File: config.mk
export PLATFORM = sky130hd
export DESIGN_NAME = memory_trace_line_parser_flat
export DESIGN_NICKNAME = d
export VERILOG_FILES = /design/src/rtl/mtlp_pkg.sv /design/src/rtl/mtlp_in_if.sv /design/src/rtl/mtlp_out_if.sv /design/src/rtl/memory_trace_line_parser.sv /design/src/rtl/mtlp_tokenizer.sv /design/src/rtl/mtlp_line_eval.sv /design/src/flat_wrapper.sv
export SDC_FILE = /design/constraint.sdc
export NUM_CORES = 1
export LEC_CHECK = 0
export ABC_AREA = 1
export ABC_CLOCK_PERIOD_IN_PS = 7200
export BUFFER_PORTS_ARGS = -buffer_cell sky130_fd_sc_hd__buf_4
export CAP_MARGIN = 10
export CORE_MARGIN = 3
export CORE_UTILIZATION = 27
export CTS_BUF_LIST = sky130_fd_sc_hd__clkbuf_8
export CTS_CLUSTER_SIZE = 24
export DETAILED_ROUTE_END_ITERATION = 16
export SYNTH_ARGS = -nofsm -noshare
export SYNTH_HDL_FRONTEND = slang
export SYNTH_SLANG_ARGS = --single-unit
File: constraint.sdc
create_clock -name clk -period 7.2 [get_ports clk]
set_input_delay 1.44 -clock clk [delete_from_list [all_inputs] [get_ports clk]]
set_output_delay 1.44 -clock clk [all_outputs]
set_load 0.05 [all_outputs]
File: src/rtl/mtlp_pkg.sv
// shared types and constants of the memory trace line parser
// no dependencies; every other file imports this package
package mtlp_pkg;

	localparam int unsigned NUM_TOKENS = 5;
	localparam int unsigned TOK_CNT_W  = $clog2(NUM_TOKENS + 1);
	localparam int unsigned VALUE_W    = 64;
	localparam int unsigned CORE_W     = 32;
	localparam int unsigned BYTE_W     = 8;
	localparam int unsigned ERR_W      = 3;

	localparam logic [BYTE_W-1:0] CHAR_CR    = 8'h0d;
	localparam logic [BYTE_W-1:0] CHAR_LF    = 8'h0a;
	localparam logic [BYTE_W-1:0] CHAR_SPACE = 8'h20;
	localparam logic [BYTE_W-1:0] CHAR_TAB   = 8'h09;
	localparam logic [BYTE_W-1:0] CHAR_0     = 8'h30;
	localparam logic [BYTE_W-1:0] CHAR_9     = 8'h39;
	localparam logic [BYTE_W-1:0] CHAR_LC_A  = 8'h61;
	localparam logic [BYTE_W-1:0] CHAR_LC_F  = 8'h66;
	localparam logic [BYTE_W-1:0] CHAR_UC_A  = 8'h41;
	localparam logic [BYTE_W-1:0] CHAR_UC_F  = 8'h46;
	localparam logic [BYTE_W-1:0] CHAR_LC_X  = 8'h78;
	localparam logic [BYTE_W-1:0] CHAR_UC_X  = 8'h58;
	localparam logic [BYTE_W-1:0] CHAR_LC_O  = 8'h6f;
	localparam logic [BYTE_W-1:0] CHAR_UC_O  = 8'h4f;
	localparam logic [BYTE_W-1:0] CHAR_LC_R  = 8'h72;
	localparam logic [BYTE_W-1:0] CHAR_UC_R  = 8'h52;
	localparam logic [BYTE_W-1:0] CHAR_LC_W  = 8'h77;
	localparam logic [BYTE_W-1:0] CHAR_UC_W  = 8'h57;

	typedef enum logic [ERR_W-1:0] {
		ERR_NONE       = 3'd0,
		ERR_FEW_TOKENS = 3'd1,
		ERR_BAD_NUMBER = 3'd2,
		ERR_OP_LENGTH  = 3'd3,
		ERR_NO_ADDRESS = 3'd4
	} err_code_t;

	typedef logic [TOK_CNT_W-1:0] tok_count_t;

	// tokens of the current line as they stand once the open token is closed
	typedef struct packed {
		logic                                finish;
		tok_count_t                          count;
		logic [NUM_TOKENS-1:0]               bad;
		logic [NUM_TOKENS-1:0]               single;
		logic [BYTE_W-1:0]                   op_first;
		logic [BYTE_W-1:0]                   op_second;
		logic [NUM_TOKENS-1:0][VALUE_W-1:0]  value;
	} line_view_t;

endpackage

File: src/rtl/mtlp_in_if.sv
// text byte channel of the trace line parser
// depends on mtlp_pkg
interface mtlp_in_if import mtlp_pkg::*; ();
	logic              valid;
	logic              ready;
	logic              kind;
	logic [BYTE_W-1:0] text_byte;

	modport source(output valid, kind, text_byte, input ready);
	modport sink(input valid, kind, text_byte, output ready);
endinterface

File: src/rtl/mtlp_out_if.sv
// access event channel of the trace line parser
// depends on mtlp_pkg
interface mtlp_out_if import mtlp_pkg::*; ();
	logic               valid;
	logic               ready;
	logic [ERR_W-1:0]   error_code;
	logic [VALUE_W-1:0] stamp;
	logic [CORE_W-1:0]  core_number;
	logic               write_access;
	logic [VALUE_W-1:0] access_address;
	logic [VALUE_W-1:0] program_counter;
	logic               pc_present;
	logic               embeds_core;

	modport source(output valid, error_code, stamp, core_number, write_access,
		access_address, program_counter, pc_present, embeds_core, input ready);
	modport sink(input valid, error_code, stamp, core_number, write_access,
		access_address, program_counter, pc_present, embeds_core, output ready);
endinterface

File: src/rtl/memory_trace_line_parser.sv
// Memory trace line parser. Takes one trace text byte (or an end-of-stream
// mark) per transfer and, at each line end that closes a non-blank line, gives
// one access event or an error code. One byte is taken every cycle unless the
// input side stalls: a byte goes into the input register, the tokenizer
// updates its number accumulator from it in the next cycle, and a line end
// loads the result register in the same cycle as the tokenizer takes it, so an
// event passes the input register and then the result register. The
// accumulator shift-add is the one loop that sets the byte rate.
// The input side stalls only when a line end meets a result that the sink has
// not yet taken; other bytes keep flowing behind a held result.
// depends on mtlp_pkg, mtlp_in_if, mtlp_out_if, mtlp_tokenizer, mtlp_line_eval
module memory_trace_line_parser import mtlp_pkg::*; (
	input  logic              clk,
	input  logic              arst_n,
	mtlp_in_if.sink           stream,
	mtlp_out_if.source        access,
	input  logic              default_core_we,
	input  logic [CORE_W-1:0] default_core_wdata
);

	logic              valid_s1;
	logic              kind_s1;
	logic [BYTE_W-1:0] byte_s1;
	logic [CORE_W-1:0] default_core_q;
	line_view_t        view;
	logic              produce;
	logic              adv;
	logic              in_xfer;

	assign produce = view.finish && view.count != '0;
	// hold the byte only if it would overwrite a result still waiting
	assign adv     = valid_s1 && !(produce && access.valid && !access.ready);
	assign stream.ready = !valid_s1 || adv;
	assign in_xfer = stream.valid && stream.ready;

	always_ff @(posedge clk or negedge arst_n) begin
		if (!arst_n) begin
			valid_s1       <= 1'b0;
			default_core_q <= '0;
		end else begin
			if (in_xfer) begin
				valid_s1 <= 1'b1;
			end else if (adv) begin
				valid_s1 <= 1'b0;
			end
			if (default_core_we) begin
				default_core_q <= default_core_wdata;
			end
		end
	end

	always_ff @(posedge clk) begin
		if (in_xfer) begin
			kind_s1 <= stream.kind;
			byte_s1 <= stream.text_byte;
		end
	end

	mtlp_tokenizer u_tokenizer (
		.clk       (clk),
		.arst_n    (arst_n),
		.step      (adv),
		.kind      (kind_s1),
		.text_byte (byte_s1),
		.view      (view)
	);

	mtlp_line_eval u_line_eval (
		.clk          (clk),
		.arst_n       (arst_n),
		.view         (view),
		.load         (adv && produce),
		.default_core (default_core_q),
		.access       (access)
	);

endmodule

File: src/rtl/mtlp_tokenizer.sv
// splits the byte stream into tokens and accumulates each token as a number
// depends on mtlp_pkg
module mtlp_tokenizer import mtlp_pkg::*; (
	input  logic              clk,
	input  logic              arst_n,
	input  logic              step,
	input  logic              kind,
	input  logic [BYTE_W-1:0] text_byte,
	output line_view_t        view
);

	tok_count_t            count_q;
	logic                  inside_q;
	logic [1:0]            pos_q;
	logic                  hex_q;
	logic [VALUE_W-1:0]    acc_q;
	logic                  acc_bad_q;
	logic [BYTE_W-1:0]     first_q;
	logic [BYTE_W-1:0]     op_first_q;
	logic [BYTE_W-1:0]     op_second_q;
	logic [NUM_TOKENS-1:0] bad_q;
	logic [NUM_TOKENS-1:0] single_q;
	logic [VALUE_W-1:0]    value_q [NUM_TOKENS];

	logic                  is_eol;
	logic                  is_blank;
	logic                  commit_slot;
	logic [1:0]            pos;
	logic                  hex_e;
	logic [VALUE_W-1:0]    acc_e;
	logic                  bad_e;
	logic [BYTE_W-1:0]     first;
	logic                  hex_start;
	logic                  dig_ok;
	logic [3:0]            dig;
	logic [VALUE_W+3:0]    dec_sum;
	logic                  hex_n;
	logic [VALUE_W-1:0]    acc_n;
	logic                  bad_n;
	logic                  bad_base;
	logic [1:0]            pos_n;

	assign is_eol      = kind || text_byte == CHAR_CR || text_byte == CHAR_LF;
	assign is_blank    = !kind && (text_byte == CHAR_SPACE || text_byte == CHAR_TAB);
	assign commit_slot = inside_q && (count_q < NUM_TOKENS);

	// committed view of the line, open token folded into its slot
	always_comb begin
		view.finish    = is_eol;
		view.count     = count_q + tok_count_t'(commit_slot);
		view.op_first  = op_first_q;
		view.op_second = op_second_q;
		for (int i = 0; i < NUM_TOKENS; i++) begin
			if (commit_slot && count_q == tok_count_t'(i)) begin
				view.value[i]  = acc_q;
				view.bad[i]    = acc_bad_q;
				view.single[i] = (pos_q == 2'd1);
			end else begin
				view.value[i]  = value_q[i];
				view.bad[i]    = bad_q[i];
				view.single[i] = single_q[i];
			end
		end
	end

	// a new token starts from a clean accumulator
	assign pos   = inside_q ? pos_q : 2'd0;
	assign hex_e = (pos == 2'd0) ? 1'b0 : hex_q;
	assign acc_e = (pos == 2'd0) ? '0 : acc_q;
	assign bad_e = (pos == 2'd0) ? 1'b0 : acc_bad_q;
	assign first = (pos == 2'd0) ? text_byte : first_q;

	assign hex_start = pos == 2'd1 && !hex_e
		&& (text_byte == CHAR_LC_X || text_byte == CHAR_UC_X)
		&& (first == CHAR_0 || first == CHAR_UC_O || first == CHAR_LC_O);

	always_comb begin
		dig_ok = 1'b0;
		dig    = '0;
		if (text_byte >= CHAR_0 && text_byte <= CHAR_9) begin
			dig_ok = 1'b1;
			dig    = 4'(text_byte - CHAR_0);
		end else if (hex_e && text_byte >= CHAR_LC_A && text_byte <= CHAR_LC_F) begin
			dig_ok = 1'b1;
			dig    = 4'(text_byte - CHAR_LC_A + 8'd10);
		end else if (hex_e && text_byte >= CHAR_UC_A && text_byte <= CHAR_UC_F) begin
			dig_ok = 1'b1;
			dig    = 4'(text_byte - CHAR_UC_A + 8'd10);
		end
	end

	// acc * 10 + digit, anything above 64 bits is overflow
	assign dec_sum = ({4'b0, acc_e} << 3) + ({4'b0, acc_e} << 1)
		+ {{(VALUE_W){1'b0}}, dig};

	always_comb begin
		hex_n    = hex_e;
		acc_n    = acc_e;
		bad_n    = bad_e;
		bad_base = bad_e;
		if (hex_start) begin
			hex_n = 1'b1;
			acc_n = '0;
			bad_n = 1'b1;
		end else if (!dig_ok) begin
			bad_n = 1'b1;
		end else begin
			// first hex body digit clears the empty body mark
			if (hex_e && pos == 2'd2) begin
				bad_base = 1'b0;
			end
			bad_n = bad_base;
			if (!bad_base) begin
				if (hex_e) begin
					if (|acc_e[VALUE_W-1:VALUE_W-4]) begin
						bad_n = 1'b1;
					end else begin
						acc_n = {acc_e[VALUE_W-5:0], dig};
					end
				end else begin
					if (|dec_sum[VALUE_W+3:VALUE_W]) begin
						bad_n = 1'b1;
					end else begin
						acc_n = dec_sum[VALUE_W-1:0];
					end
				end
			end
		end
		pos_n = (pos == 2'd3) ? 2'd3 : pos + 2'd1;
	end

	always_ff @(posedge clk or negedge arst_n) begin
		if (!arst_n) begin
			count_q     <= '0;
			inside_q    <= 1'b0;
			pos_q       <= '0;
			hex_q       <= 1'b0;
			acc_q       <= '0;
			acc_bad_q   <= 1'b0;
			first_q     <= '0;
			op_first_q  <= '0;
			op_second_q <= '0;
			bad_q       <= '0;
			single_q    <= '0;
		end else if (step) begin
			if (is_eol) begin
				count_q  <= '0;
				inside_q <= 1'b0;
				pos_q    <= '0;
			end else if (is_blank) begin
				if (inside_q) begin
					if (commit_slot) begin
						bad_q[count_q[TOK_CNT_W-1:0]]    <= acc_bad_q;
						single_q[count_q[TOK_CNT_W-1:0]] <= (pos_q == 2'd1);
						count_q                          <= count_q + tok_count_t'(1);
					end
					inside_q <= 1'b0;
					pos_q    <= '0;
				end
			end else begin
				inside_q  <= 1'b1;
				pos_q     <= pos_n;
				hex_q     <= hex_n;
				acc_q     <= acc_n;
				acc_bad_q <= bad_n;
				if (pos == 2'd0) begin
					first_q <= text_byte;
					if (count_q == tok_count_t'(1)) begin
						op_first_q <= text_byte;
					end
					if (count_q == tok_count_t'(2)) begin
						op_second_q <= text_byte;
					end
				end
			end
		end
	end

	always_ff @(posedge clk) begin
		if (step && !is_eol && is_blank && commit_slot) begin
			value_q[count_q[TOK_CNT_W-1:0]] <= acc_q;
		end
	end

endmodule

File: src/rtl/mtlp_line_eval.sv
// checks a finished line, builds the access event and holds the result register
// depends on mtlp_pkg and mtlp_out_if
module mtlp_line_eval import mtlp_pkg::*; (
	input  logic              clk,
	input  logic              arst_n,
	input  line_view_t        view,
	input  logic              load,
	input  logic [CORE_W-1:0] default_core,
	mtlp_out_if.source        access
);

	err_code_t          err;
	logic               set_core;
	logic               op_fmt;
	logic [VALUE_W-1:0] stamp_c;
	logic [CORE_W-1:0]  core_c;
	logic               write_c;
	logic [VALUE_W-1:0] addr_c;
	logic [VALUE_W-1:0] pc_c;
	logic               pc_present_c;

	logic               sticky_q;
	logic               valid_q;
	err_code_t          err_q;
	logic [VALUE_W-1:0] stamp_q;
	logic [CORE_W-1:0]  core_q;
	logic               write_q;
	logic [VALUE_W-1:0] addr_q;
	logic [VALUE_W-1:0] pc_q;
	logic               pc_present_q;
	logic               embeds_q;

	assign op_fmt = view.single[1] && (view.op_first == CHAR_UC_R
		|| view.op_first == CHAR_LC_R || view.op_first == CHAR_UC_W
		|| view.op_first == CHAR_LC_W);

	always_comb begin
		err          = ERR_NONE;
		set_core     = 1'b0;
		stamp_c      = '0;
		core_c       = '0;
		write_c      = 1'b0;
		addr_c       = '0;
		pc_c         = '0;
		pc_present_c = 1'b0;
		if (view.count < tok_count_t'(3)) begin
			err = ERR_FEW_TOKENS;
		end else if (view.bad[0]) begin
			err = ERR_BAD_NUMBER;
		end else if (op_fmt) begin
			if (view.bad[2] || (view.count >= tok_count_t'(4) && view.bad[3])) begin
				err = ERR_BAD_NUMBER;
			end else begin
				stamp_c      = view.value[0];
				core_c       = default_core;
				write_c      = view.op_first == CHAR_UC_W || view.op_first == CHAR_LC_W;
				addr_c       = view.value[2];
				pc_present_c = view.count >= tok_count_t'(4);
				pc_c         = pc_present_c ? view.value[3] : '0;
			end
		end else begin
			// core format is latched before the core field itself is checked
			set_core = 1'b1;
			if (view.bad[1]) begin
				err = ERR_BAD_NUMBER;
			end else if (!view.single[2]) begin
				err = ERR_OP_LENGTH;
			end else if (view.count < tok_count_t'(4)) begin
				err = ERR_NO_ADDRESS;
			end else if (view.bad[3]
				|| (view.count >= tok_count_t'(5) && view.bad[4])) begin
				err = ERR_BAD_NUMBER;
			end else begin
				stamp_c      = view.value[0];
				core_c       = view.value[1][CORE_W-1:0];
				write_c      = view.op_second == CHAR_UC_W || view.op_second == CHAR_LC_W;
				addr_c       = view.value[3];
				pc_present_c = view.count >= tok_count_t'(5);
				pc_c         = pc_present_c ? view.value[4] : '0;
			end
		end
	end

	always_ff @(posedge clk or negedge arst_n) begin
		if (!arst_n) begin
			sticky_q <= 1'b0;
			valid_q  <= 1'b0;
		end else begin
			if (load) begin
				sticky_q <= sticky_q | set_core;
				valid_q  <= 1'b1;
			end else if (access.ready) begin
				valid_q <= 1'b0;
			end
		end
	end

	always_ff @(posedge clk) begin
		if (load) begin
			err_q        <= err;
			stamp_q      <= stamp_c;
			core_q       <= core_c;
			write_q      <= write_c;
			addr_q       <= addr_c;
			pc_q         <= pc_c;
			pc_present_q <= pc_present_c;
			embeds_q     <= sticky_q | set_core;
		end
	end

	assign access.valid           = valid_q;
	assign access.error_code      = err_q;
	assign access.stamp           = stamp_q;
	assign access.core_number     = core_q;
	assign access.write_access    = write_q;
	assign access.access_address  = addr_q;
	assign access.program_counter = pc_q;
	assign access.pc_present      = pc_present_q;
	assign access.embeds_core     = embeds_q;

endmodule

File: src/flat_wrapper.sv
// flat-port wrapper written by rule: the top's interface ports become plain ports
module memory_trace_line_parser_flat import mtlp_pkg::*;
  (clk, arst_n, default_core_we, default_core_wdata, stream_valid, stream_kind, stream_text_byte, stream_ready, access_valid, access_error_code, access_stamp, access_core_number, access_write_access, access_access_address, access_program_counter, access_pc_present, access_embeds_core, access_ready);
  mtlp_in_if stream_i ();
  mtlp_out_if access_i ();
  input  logic clk;
  input  logic arst_n;
  input  logic default_core_we;
  input  logic [CORE_W-1:0] default_core_wdata;
  input wire logic [$bits(stream_i.valid)-1:0] stream_valid;
  input wire logic [$bits(stream_i.kind)-1:0] stream_kind;
  input wire logic [$bits(stream_i.text_byte)-1:0] stream_text_byte;
  output wire logic [$bits(stream_i.ready)-1:0] stream_ready;
  output wire logic [$bits(access_i.valid)-1:0] access_valid;
  output wire logic [$bits(access_i.error_code)-1:0] access_error_code;
  output wire logic [$bits(access_i.stamp)-1:0] access_stamp;
  output wire logic [$bits(access_i.core_number)-1:0] access_core_number;
  output wire logic [$bits(access_i.write_access)-1:0] access_write_access;
  output wire logic [$bits(access_i.access_address)-1:0] access_access_address;
  output wire logic [$bits(access_i.program_counter)-1:0] access_program_counter;
  output wire logic [$bits(access_i.pc_present)-1:0] access_pc_present;
  output wire logic [$bits(access_i.embeds_core)-1:0] access_embeds_core;
  input wire logic [$bits(access_i.ready)-1:0] access_ready;
  assign stream_i.valid = stream_valid;
  assign stream_i.kind = stream_kind;
  assign stream_i.text_byte = stream_text_byte;
  assign stream_ready = stream_i.ready;
  assign access_valid = access_i.valid;
  assign access_error_code = access_i.error_code;
  assign access_stamp = access_i.stamp;
  assign access_core_number = access_i.core_number;
  assign access_write_access = access_i.write_access;
  assign access_access_address = access_i.access_address;
  assign access_program_counter = access_i.program_counter;
  assign access_pc_present = access_i.pc_present;
  assign access_embeds_core = access_i.embeds_core;
  assign access_i.ready = access_ready;
  memory_trace_line_parser u_core (.clk(clk), .arst_n(arst_n), .stream(stream_i), .access(access_i), .default_core_we(default_core_we), .default_core_wdata(default_core_wdata));
endmodule
==> impl_results.md, run 1 <==
- Fmax: 173 MHz
- Setup repair bufs after CTS: 0
- Ports: 278
- Setup CP Type: flip-flop to flip-flop
- Die height: 375 um
- Core Area: 134000 sq um
- Syn avg cell area: 8.70 sq um
- RePlAce Congestion: 0.993
- Worst vdd ir: 0.179 mV
- Fin area: 42900 sq um
- Gate Count Post-Synth: 4233
- First-pass GRT wire length: 189000 um
- Synth warn: 0
- FF-to-FF path depth: 31
- Clk_skew: 42.3 ps
- Register area share after synthesis: 0.522
- Clock Tree Root: clkbuf_8
- PwrDens: 267 nW/um^2
- Row cnt: 134
- RSZ-0062 raised after global routing: no
- Crit path launch type: flip-flop
- Pins Over Slew Limit: 0
- Via density per instance: 4.89
- Clock Pin Slew Worst Setup and Hold Paths: 60 ps
- Setup tns final: 0 ps
- Relative slew margins: 0.233
- Die W: 375 um
- Share of cells above drive strength 1: 0.126
- Leakage power: 17.6 nW
- Final Hold Fails: 0
- Status: finished clean
- Synth unique cells: 51
- Total grt overflow: 0
- Clock buffer depth: 3
- CTS H-Tree Depth: 3
- Clock latency on the worst-skew pair: 820 ps
- Num CTS Buffers: 104
- # resized after CTS: 0
- Routed len/inst: 20.1 um
- CP most frequent cell: nand2_1
- CP max-delay cell: dfrtp_1
- Yosys top cell by area: edfxtp_1
- 1st-iter DRT viols: 2724
- Finished Core Util: 0.319
- Post-DP HPWL: 89900 um
- Crit. End Element: flip-flop
- Die area: 141000 sq um
- DRT Wirelength: 127000 um
- Synth area leaders: edfxtp_1 43%, nand2_1 14%, dfrtp_1 9.2%
- Least-Margin Pin Slew: 1140 ps
- Hold Buf Count CTS: 0
- Number of global-route vias before repair: 29700
- Top_reg_cell synth: edfxtp_1
- Syn Nets: 4420
- Data arrival, critical path: 6520 ps
- Yosys reg bits: 663
- Post-route ant nets: 0
- TritonRoute pass-1 iters: 6
- Max-Cap Viols: 0
- Post-synth ARST share: 0.205
- Hold WC Path Type: flip-flop to flip-flop
- Placed Area: 40700 sq um
- Post-synth EDFFs: 527
- Hold Crit Depth: 2
- Fill cell instance count of the final layout: 14100
- CP required: 7940 ps
- Synth cell count leaders: 1391 x nand2_1, 527 x edfxtp_1, 366 x inv_1
- # DRC: 0
- Nets: 4637
- GR Util All Layers: 0.174
- Share of the synthesized area in the top cell type: 0.430
- P&R area growth vs syn: 16.5%
- Count leader, synth: nand2_1
- Final setup violation count: 0
- Crit path max fanout: 34
- Post-Synthesis Cell Area: 36800 sq um
- Pin count of the biggest net entering global routing: 146
- Fin crit period: 5790 ps
- Initial core utilization: 0.274
- Via count: 30900
- Crit-path max cell delay: 490 ps
- Clk sink count: 663
- Fin Hold WS: 477 ps
- CTS tree: yes
- Initial antenna violation count: 2
- Final worst path period share: 0.804
- Port-buffer cells: 277
==> per-stage QoR <==
stage	power, W	setup slack [ps]	std cells
6_report	0.0114	1410	6308
5_1_grt	0.0120	978	6307
4_1_cts	0.0115	1500	6306
3_5_place_dp	0.00815	1550	6112
3_3_place_gp	0.00812	1600	6112
2_1_floorplan	0.00712	389	4233
==> report_power, final <==
group	switching [W]	internal, W	total (W)
clock	0.00160	0.00178	0.00338
combinational	0.00240	0.000773	0.00317
sequential	0.000222	0.00467	0.00489
total	0.00422	0.00722	0.0114
==> cell families after synthesis <==
logic type,synth area share
compound gates,0.109
xor+xnor,0.00832
fa+ha+maj,0.0483
buf+inv,0.0645
flops,0.522
mux,0.0281
simple gates,0.219
==> final timing paths <==
kind	to	from	slack, ps
worst min register to register	u_core.u_line_eval.sticky_q	u_core.u_line_eval.sticky_q	480
max in group asynchronous	u_core.u_tokenizer.acc_q[32]	arst_n	5000
worst max-delay path	u_core.u_tokenizer.acc_q[18]	u_core.u_tokenizer.inside_q	1410
worst max register to register	u_core.u_tokenizer.acc_q[18]	u_core.u_tokenizer.inside_q	1410
worst min-delay path	u_core.u_line_eval.sticky_q	u_core.u_line_eval.sticky_q	480
min in group asynchronous	u_core.u_line_eval.access.valid	arst_n	710
==> sequential cells by signal, indices dropped and copies added (netlist names), 8 cells and up <==
name                                       cells
u_core.u_tokenizer.value_q                   288
u_core.u_line_eval.access.access_address      64
u_core.u_line_eval.access.program_counter     64
u_core.u_line_eval.access.stamp               64
u_core.u_tokenizer.acc_q                      64
u_core.default_core_q                         32
u_core.u_line_eval.access.core_number         32
u_core.byte_s1                                 8
u_core.u_tokenizer.first_q                     8
==> cell type report <==
| type | instances | area, sq um | area share |
|---|---|---|---|
| clock buffer | 119 | 1640 | 0.0382 |
| timing repair buffer | 319 | 2470 | 0.0576 |
| antenna | 2 | 5.00 | 0.000117 |
| inverter | 391 | 1490 | 0.0347 |
| tap | 1768 | 2210 | 0.0516 |
| clock inverter | 75 | 558 | 0.0130 |
| sequential | 663 | 19200 | 0.448 |
| multi-input combinational | 2971 | 15300 | 0.357 |
==> cell usage in the layout, fill, tap and decap left out, types with 3 or more instances in the layout <==
cell type / instances
nand2_1: 1390
edfxtp_1: 527
inv_1: 391
a21oi_1: 339
buf_4: 312
nor2_1: 234
o21ai_0: 224
nand3_1: 144
ha_1: 139
dfrtp_1: 136
clkbuf_8: 119
nor3_1: 88
o211ai_1: 67
mux2i_1: 64
nand3b_1: 51
a221oi_1: 37
mux2_2: 35
xnor2_1: 30
inv_2: 23
o21bai_1: 20
nand4_1: 16
clkinv_1: 16
clkinv_2: 15
o21ai_1: 13
nand2_2: 11
nor2_4: 10
nor2_2: 9
o22ai_1: 8
nor4_1: 7
bufinv_16: 7
buf_12: 6
xor2_1: 5
inv_4: 3
a31oi_1: 3
a21o_1: 3
==> routing by layer <==
metal / routed length, um / GRT usage / vias to the layer above
met5: 0 / 0 / -
li1: - / - / 14700
met4: 4110 / 0.0652 / 0
met1: 54700 / 0.227 / 14800
met3: 7400 / 0.0214 / 188
met2: 60400 / 0.295 / 1134
==> critical path: cells and delay by family (launching register included) <==
kind / cells / cell delay (ps)
buf+inv: 6 / 1480
fa+ha+maj: 2 / 700
compound gates: 3 / 720
flops: 1 / 490
simple gates: 20 / 2310
No activity file was read; power rests on OpenSTA's default activity.
==> inputs of run 2 (changes only) <==
- ABC_CLOCK_PERIOD_IN_PS: 7200 -> 6000
- clock period: 7.2 -> 6 ns (I/O delays scaled with it)
==> run 2 against run 1 <==
Effect of this change:
- count of clock-buffer cells in the layout decreased by 7
- critical endpoint is now u_core.u_tokenizer.acc_q[38]
- via count decreased by 0.96%
- final cell count increased by 0.35%
- worst setup slack got worse by 410 ps
- die area unchanged
- cell area increased by 0.15%
- sequential share of layout area decreased by 0.067 points
- routed wire length decreased by 2.8%
- sequential power increased by 20%
- maximum frequency increased by 16%
==> impl_results.md, run 2 (synthesized netlist as in run 1, its figures left out) <==
- Crit. End Element: flip-flop (unchanged)
- Pins Over Slew Limit: 0 (unchanged)
- Hold WC Path Type: flip-flop to flip-flop (unchanged)
- R2R Setup Slk: 1000 ps (was 1410 ps)
- Commonest non-fill, non-tap cell in the layout: nand2_1 (unchanged)
- DRT Wirelength: 123000 um (was 127000 um)
- RePlAce Congestion: 0.986 (was 0.993)
- PwrDens: 310 nW/um^2 (was 267 nW/um^2)
- Setup repair bufs after CTS: 0 (unchanged)
- Most frequent cells in the layout: 1390 x nand2_1, 527 x edfxtp_1, 401 x inv_1 (was 1390 x nand2_1, 527 x edfxtp_1, 391 x inv_1)
- Routed len/inst: 19.4 um (was 20.1 um)
- Crit path max fanout: 27 (was 34)
- Setup CP Type: flip-flop to flip-flop (unchanged)
- Num CTS Buffers: 102 (was 104)
- CP required: 6640 ps (was 7940 ps)
- Clock buffer depth: 3 (unchanged)
- Number of global-route vias before repair: 29600 (was 29700)
- Die height: 375 um (unchanged)
- Port-buffer cells: 277 (unchanged)
- Crit-path max cell delay: 490 ps (about the same)
- Hold Buf Count CTS: 0 (unchanged)
- Share of cells above drive strength 1: 0.128 (was 0.126)
- Clock Tree Root: clkbuf_8 (unchanged)
- End point of the worst hold path: u_core.u_line_eval.sticky_q (unchanged)
- Worst vdd ir: 0.200 mV (was 0.179 mV)
- Hold Crit Depth: 2 (unchanged)
- First-pass GRT wire length: 187000 um (was 189000 um)
- Final setup violation count: 0 (unchanged)
- Nets: 4660 (was 4637)
- # DRC: 0 (unchanged)
- Hold path start: u_core.u_line_eval.sticky_q (unchanged)
- Die W: 375 um (unchanged)
- GR Util All Layers: 0.170 (was 0.174)
- Final Hold Fails: 0 (unchanged)
- TritonRoute pass-1 iters: 5 (was 6)
- Post-route ant nets: 0 (unchanged)
- Total grt overflow: 0 (unchanged)
- R2R Path Start: u_core.byte_s1[1] (was u_core.u_tokenizer.inside_q)
- Die area: 141000 sq um (unchanged)
- Max-Cap Viols: 0 (unchanged)
- CTS H-Tree Depth: 3 (unchanged)
- Pin count of the biggest net entering global routing: 133 (was 146)
- Initial antenna violation count: 2 (unchanged)
- Post-DP HPWL: 89900 um (about the same)
- 1st-iter DRT viols: 2581 (was 2724)
- Crit path launch type: flip-flop (unchanged)
- CP most frequent cell: nand2_1 (unchanged)
- R2R Path End: u_core.u_tokenizer.acc_q[38] (was u_core.u_tokenizer.acc_q[18])
- RSZ-0062 raised after global routing: no (unchanged)
- # resized after CTS: 0 (unchanged)
- Core Area: 134000 sq um (unchanged)
- Row cnt: 134 (unchanged)
- Fill cell instance count of the final layout: 14000 (was 14100)
- Finished Core Util: 0.320 (was 0.319)
- Final worst path period share: 0.833 (was 0.804)
- CTS tree: yes (unchanged)
- CP max-delay cell: fa_1 (was dfrtp_1)
- Setup tns final: 0 ps (unchanged)
- Clk sink count: 663 (unchanged)
- Clock Pin Slew Worst Setup and Hold Paths: 60 ps (about the same)
- Clk_skew: 57.6 ps (was 42.3 ps)
- Via density per instance: 4.83 (was 4.89)
- P&R area growth vs syn: 16.7% (was 16.5%)
- FF-to-FF path depth: 31 (unchanged)
- Clock latency on the worst-skew pair: 790 ps (was 820 ps)
- Fin crit period: 5000 ps (was 5790 ps)
- Via count: 30600 (was 30900)
- Fmax: 200 MHz (was 173 MHz)
- Data arrival, critical path: 5640 ps (was 6520 ps)
- Max reg flops: 288 (unchanged)
- Least-Margin Pin Slew: 1090 ps (was 1140 ps)
- Status: finished clean (unchanged)
- Ports: 278 (unchanged)
- Relative slew margins: 0.276 (was 0.233)
- Initial core utilization: 0.274 (unchanged)
- Leakage power: 17.7 nW (was 17.6 nW)
[run 2: changes by cell type in the layout (fill, tap and decap cells not counted), sizes merged]
cell / change
clkinv: +1
clkbuf: -7
clkinvlp: +1
bufinv: -4
diode: -1
inv: +7
buf: +25
[run 2: layout make-up]
type,instances,area (sq um),share of cell area
clock buffer,112,1540,0.0359
antenna,1,2.50,0.0000582
multi-input combinational,2971,15300,0.356
tap,1768,2210,0.0515
clock inverter,80,437,0.0102
timing repair buffer,344,2760,0.0643
inverter,391,1490,0.0346
sequential,663,19200,0.447
[run 2: per-layer routing]
layer  vias up  part of all wire  wire [um]  global-route usage
met5         -           0.00011         13                   0
met4         2             0.024       2960              0.0521
met3       174             0.055       6790              0.0214
met2      1000              0.48      58700               0.289
met1     14700              0.44      54600               0.227
li1      14700                 -          -                   -
[run 2: worst max path at each step]
stage / start / slack (ps) / end
after floorplan: u_core.u_tokenizer.count_q[2] / 390 / u_core.u_line_eval.access.access_address[0]
final: u_core.byte_s1[1] / 1000 / u_core.u_tokenizer.acc_q[38]
after detailed placement: u_core.byte_s1[1] / 1090 / u_core.u_tokenizer.acc_q[46]
after CTS: u_core.byte_s1[0] / 1050 / u_core.u_tokenizer.acc_q[38]
after global placement: u_core.u_tokenizer.inside_q / 1170 / u_core.u_tokenizer.acc_q[50]
after global routing: u_core.byte_s1[1] / 610 / u_core.u_tokenizer.acc_q[44]
[run 2: worst max-delay path, delay by kind of cell, from the launching register on]
family	cells	cell delay, ps
compound gates	2	580
fa+ha+maj	3	1030
buf+inv	4	690
flops	1	450
simple gates	22	2100
[run 2: where the power goes]
| part | total, W | switching (W) | internal, W | leakage, nW |
|---|---|---|---|---|
| combinational | 0.00381 | 0.00285 | 0.000958 | 10.1 |
| sequential | 0.00586 | 0.000255 | 0.00560 | 6.35 |
| clock | 0.00368 | 0.00182 | 0.00185 | 1.17 |
[run 2: through the flow]
stage / setup WS (ps) / instance area (sq um) / hold slack (ps) / cells / power (W)
2_1_floorplan: 393 / 36800 / 427 / 4233 / 0.00851
3_3_place_gp: 1170 / 41000 / 441 / 6137 / 0.00975
3_5_place_dp: 1090 / 41000 / 447 / 6137 / 0.00979
4_1_cts: 1050 / 43000 / 470 / 6329 / 0.0135
5_1_grt: 612 / 43000 / 515 / 6330 / 0.0140
6_report: 1000 / 43000 / 473 / 6330 / 0.0133
